`src/rtl/core/dsympred_pkg.sv`:
```
package dsympred_pkg;

    // Defaults for the top-level parameters
    localparam int NUM_OUTCOMES_DEF = 256;
    localparam int COUNT_WIDTH_DEF  = 32;

    // Fixed field widths
    localparam int SYM_W    = 8;
    localparam int PRIOR_W  = 16;
    localparam int ACTIVE_W = 9;
    localparam int SEEN_W   = 9;
    localparam int PROB_W   = 16;
    localparam int PROD_W   = SEEN_W + 1 + PRIOR_W;
    localparam int QUOT_W   = PROB_W + 1;
    localparam int STEP_W   = 5;

    // Register reset values
    localparam logic [PRIOR_W-1:0]  PRIOR_RESET  = 16'd256;
    localparam logic [ACTIVE_W-1:0] ACTIVE_RESET = 9'd256;

    // Register indexes on the configuration port
    localparam int CFG_IDX_W = 1;
    localparam logic [CFG_IDX_W-1:0] CFG_PRIOR_WEIGHT    = 1'b0;
    localparam logic [CFG_IDX_W-1:0] CFG_ACTIVE_OUTCOMES = 1'b1;

    // Divider step counts: fraction bits, and integer quotient bits of a 17-bit value
    localparam logic [STEP_W-1:0] FRAC_STEPS = 5'd16;
    localparam logic [STEP_W-1:0] INT_STEPS  = 5'd17;

    localparam logic [QUOT_W-1:0] QUOT_ONE = 17'h10000;

    typedef struct packed {
        logic              start;
        logic [STEP_W-1:0] steps;
    } div_cmd_t;

    typedef struct packed {
        logic busy;
        logic done;
    } div_stat_t;

endpackage

```
`src/rtl/core/dsympred_div.sv`:
```
// Radix-2 restoring divider, one quotient bit per cycle.
module dsympred_div
    import dsympred_pkg::*;
#(
    parameter int ZW = 41
) (
    input  logic              aclk,
    input  logic              aresetn,
    input  div_cmd_t          cmd,
    input  logic [ZW-1:0]     rem_init,
    input  logic [ZW-1:0]     divisor,
    input  logic [QUOT_W-1:0] dividend,
    output div_stat_t         stat,
    output logic [QUOT_W-1:0] quotient
);

    logic              busy_reg;
    logic              done_reg;
    logic [STEP_W-1:0] step_reg;
    logic [ZW-1:0]     rem_reg;
    logic [ZW-1:0]     den_reg;
    logic [QUOT_W-1:0] dvd_reg;
    logic [QUOT_W-1:0] quot_reg;

    logic [ZW:0]   rem_shift;
    logic          fits;
    logic [ZW-1:0] rem_next;

    // Shift in the next dividend bit and try a subtract
    assign rem_shift = {rem_reg, dvd_reg[QUOT_W-1]};
    assign fits      = rem_shift >= {1'b0, den_reg};
    assign rem_next  = fits ? ZW'(rem_shift - {1'b0, den_reg}) : rem_shift[ZW-1:0];

    always_ff @(posedge aclk) begin
        if (!aresetn) begin
            busy_reg <= 1'b0;
            done_reg <= 1'b0;
            step_reg <= '0;
        end else begin
            done_reg <= 1'b0;
            if (cmd.start) begin
                busy_reg <= 1'b1;
                step_reg <= cmd.steps;
            end else if (busy_reg) begin
                step_reg <= step_reg - 1'b1;
                if (step_reg == STEP_W'(1)) begin
                    busy_reg <= 1'b0;
                    done_reg <= 1'b1;
                end
            end
        end
    end

    always_ff @(posedge aclk) begin
        if (cmd.start) begin
            rem_reg  <= rem_init;
            den_reg  <= divisor;
            dvd_reg  <= dividend;
            quot_reg <= '0;
        end else if (busy_reg) begin
            rem_reg  <= rem_next;
            dvd_reg  <= {dvd_reg[QUOT_W-2:0], 1'b0};
            quot_reg <= {quot_reg[QUOT_W-2:0], fits};
        end
    end

    assign stat.busy = busy_reg;
    assign stat.done = done_reg;
    assign quotient  = quot_reg;

endmodule

```
`config.mk`:
```
export PLATFORM = sky130hd
export DESIGN_NAME = dsympred_div
export DESIGN_NICKNAME = d
export VERILOG_FILES = /design/src/rtl/core/dsympred_pkg.sv /design/src/rtl/core/dsympred_div.sv
export SDC_FILE = /design/constraint.sdc
export NUM_CORES = 1
export LEC_CHECK = 0
export CAP_MARGIN = 20
export CORE_AREA = 2 2 127 129
export DETAILED_ROUTE_END_ITERATION = 6
export DIE_AREA = 0 0 129 131
export DONT_BUFFER_PORTS = 1
export GPL_TIMING_DRIVEN = 1
export HOLD_SLACK_MARGIN = 0.05
export PLACE_DENSITY = 0.74
export SLEW_MARGIN = 20
export SYNTH_ARGS = -nofsm -noshare
export SYNTH_HDL_FRONTEND = slang
export SYNTH_SLANG_ARGS = --single-unit
```
`constraint.sdc`:
```
create_clock -name aclk -period 5.7 [get_ports aclk]
set_input_delay 0 -clock aclk [delete_from_list [all_inputs] [get_ports aclk]]
set_output_delay 0 -clock aclk [all_outputs]
set_load 0.02 [all_outputs]
```
==> results.py <==
metrics = {
    "logic_synthesis": {
        "synthMuxAreaShare_pct": 6.09,
        "ys_types": 74,
        "synth_most_common_cell": "edfxtp_1",
        "synth_ff_type": "edfxtp_1",
        "synth_top_area_cell": "edfxtp_1",
        "yosys_warnings": 0,
        "synthTopCellsByCount": "99 x edfxtp_1, 78 x nand2_1, 64 x nor2_1",
        "yosys.area_share.simple_pct": 15.3,
        "synth-compound-area-share_pct": 17.1,
        "synth_top_family_by_area": "compound AO/OA/AOI/OAI gates",
        "synthAdderAreaFrac_pct": 7.28,
        "postSynthAreaPerCell_um2": 9.81,
        "synth-xor-area-share_pct": 3.77,
        "synth_area_um2": 7670,
        "yosysTopAreaCellShare_pct": 38.8,
        "synth_edf_count": 99,
        "synth_nets": 933,
        "synth.area.top_cells": "edfxtp_1 39%, ha_1 7.0%, dfxtp_1 6.3%",
        "synthCells": 782,
        "async_reset_ff_share_pct": 0,
        "synth-seq-area-share_pct": 45.0,
        "ys_ff_latch": 123,
    },
    "critical_path": {
        "cp.required_ns": 5.93,
        "end_kind": "flip-flop",
        "critPathLaunchType": "flip-flop",
        "crit_type": "flip-flop to flip-flop",
        "reg2reg_from": "dvd_reg[16]",
        "crit_fanout": 33,
        "cp-startpoint": "dvd_reg[16]",
        "critPathArrivalTime_ns": 4.14,
    },
    "clock_tree": {
        "cts_tree": "done",
        "clockBufferDepth": 2,
        "h-tree-depth": 4,
        "cts_sinks": 123,
        "clock_latency_ns": 0.42,
        "numCtsBuffers": 17,
        "cts_setup_buffers": 0,
        "clkTransAtPathRegs_ns": 0.05,
        "clockRootBuffer": "clkbuf_16",
    },
    "power_and_ir_drop": {
        "pwr-share-seq_pct": 29.8,
        "p_per_area_nw_per_um2": 448,
        "comb_power_share_pct": 44.7,
        "max-vdd-ir-drop_mv": 0.280,
        "p_sw_share_pct": 38.2,
        "p_int_mw": 2.61,
        "clkPwrFrac_pct": 25.5,
        "net-switching-power_mw": 1.62,
        "leakage_nw": 3.76,
    },
    "global_route": {
        "grt_max_degree": 116,
        "grt_pass1_vias": 6078,
        "grt_overflow_total": 0,
        "track_usage_pct": 23.1,
        "grt_antenna_before_repair": 0,
        "grt_pass1_wl_um": 30400,
    },
    "floorplan": {
        "io_pins": 126,
        "die_area_um2": 16900,
        "die_y_um": 131,
        "start_util_pct": 49.2,
        "core-area_um2": 15600,
        "rows": 46,
        "die_width_um": 129,
    },
    "cells_and_area": {
        "antenna_cells": 0,
        "drive_above_1_share_pct": 7.58,
        "area_growth_pct": 23.1,
        "finish.utilization_pct": 60.5,
        "nets": 1022,
        "fillers": 1288,
    },
    "sta": {
        "finalSetupTns_ns": 0,
        "post-route-period-util_pct": 68.6,
        "rsz0062_at_grt": "no",
        "setup_viol": 0,
        "slew_headroom_pct": 36.4,
        "period_needed_ns": 3.91,
        "slew_violations": 0,
        "fmax_mhz": 256,
        "finClkSkew_ns": 0.0152,
        "worst_pin_slew_ns": 0.953,
        "hold_viol_final": 0,
    },
    "drt": {
        "first_pass_iters": 6,
        "drc": 0,
        "drtAntennaViolNets": 0,
        "routedWlPerCell_um": 17.1,
        "wl_met2_um": 9190,
        "wl_met1_um": 8560,
        "routed.top_layer": "met4",
        "wirelength_um": 18900,
        "drtIter0Drc": 415,
        "met3_length_um": 782,
        "vias": 6234,
        "vias_per_cell": 5.67,
    },
    "run": {
        "cap_violations": 0,
    },
    "status": {
        "status": "complete, no violations",
    },
    "placement": {
        "dp_hpwl_um": 12100,
        "port_buffers": 0,
        "gp_congestion": 0.905,
    },
    "worst_hold_path": {
        "hp-start": "divisor[3]",
        "hold_class": "input port to flip-flop",
    },
}
==> worst max-delay path: stages, from the launching register on <==
cell and delay (ns):
edfxtp_1 0.38, inv_1 0.07, ha_1 0.15, inv_1 0.05, fa_1 0.40, a21o_1 0.22
a221oi_2 0.46, o31ai_4 0.17, a2111oi_4 0.70, o31ai_4 0.22, nand2_2 0.13, buf_4 0.35
nor4b_1 0.11, nor4_1 0.27
==> power groups by stage <==
stage	logic (mW)	registers, mW	clock network (mW)
after floorplan	1.48	1.24	0
after global placement	1.76	1.27	0
after detailed placement	1.78	1.27	0
after CTS	1.86	1.26	1.09
after global routing	2.09	1.28	1.13
final	1.89	1.26	1.08
==> worst paths after layout <==
kind / end / depth (start not counted) / slack (ns)
setup / recovery: rem_reg[30] / 13 / 1.79
hold / removal: den_reg[3] / 1 / 0.20
setup reg to reg: rem_reg[30] / 13 / 1.79
hold reg to reg: dvd_reg[2] / 1 / 0.54
==> logic make-up (layout without fill, tap and decap cells) <==
family / after synthesis / after routing
AO/OA/AOI/OAI: 197 / 197
multiplexers: 44 / 44
AND/OR/NAND/NOR: 243 / 243
adder cells (fa/ha/maj): 44 / 44
flip-flops: 123 / 123
buffers and inverters: 98 / 200
XOR/XNOR: 33 / 33
==> layout make-up <==
| cell class | instances | area, um^2 | area share, % |
|---|---|---|---|
| Tap cell | 216 | 270 | 2.86 |
| Clock buffer | 19 | 433 | 4.58 |
| Multi-Input combinational cell | 561 | 3800 | 40.2 |
| Sequential cell | 123 | 3450 | 36.6 |
| Timing Repair Buffer | 111 | 1120 | 11.9 |
| Inverter | 57 | 214 | 2.27 |
| Clock inverter | 13 | 151 | 1.60 |
==> cell usage in the layout, fill, tap and decap left out, types with 7 or more instances in the layout <==
cell type	count
a21oi_1	60
nand4_1	10
nand3_1	14
clkbuf_16	17
dlygate4sd3_1	107
dfxtp_1	24
a21o_1	15
and3_1	12
nand2_1	78
inv_1	56
xnor2_1	26
nor4_1	7
o21ai_0	35
ha_1	43
mux2i_1	23
edfxtp_1	99
xor2_1	7
nor2_1	64
mux2_2	19
a221o_1	8
a31oi_1	23
nor3_1	16
or3_1	11
==> metal layers <==
| layer | GRT usage (%) | up-vias |
|---|---|---|
| met5 | 0 | - |
| met4 | 7.99 | 0 |
| met3 | 5.70 | 29 |
| met2 | 38.3 | 166 |
| met1 | 29.7 | 2984 |
| li1 | - | 3055 |
==> per-stage QoR <==
step / worst slack (ns) / hold WS (ns) / power, mW / std cells / area (um^2)
floorplan: 2.29 / 0.0989 / 2.72 / 782 / 7670
CTS: 1.78 / 0.184 / 4.21 / 1100 / 9440
global route: 1.50 / 0.186 / 4.51 / 1100 / 9440
finish: 1.79 / 0.203 / 4.23 / 1100 / 9440
detailed placement: 1.79 / 0.0963 / 3.05 / 960 / 7760
global placement: 1.95 / 0.0989 / 3.03 / 960 / 7760
==> timing repair <==
item,4_1_cts,5_1_grt
endpoints found under the setup margin,0,0
gates resized for setup,0,0
hold buffers,108,0
endpoints found under the hold margin,164,0
Power figures use the tool's default switching activity.
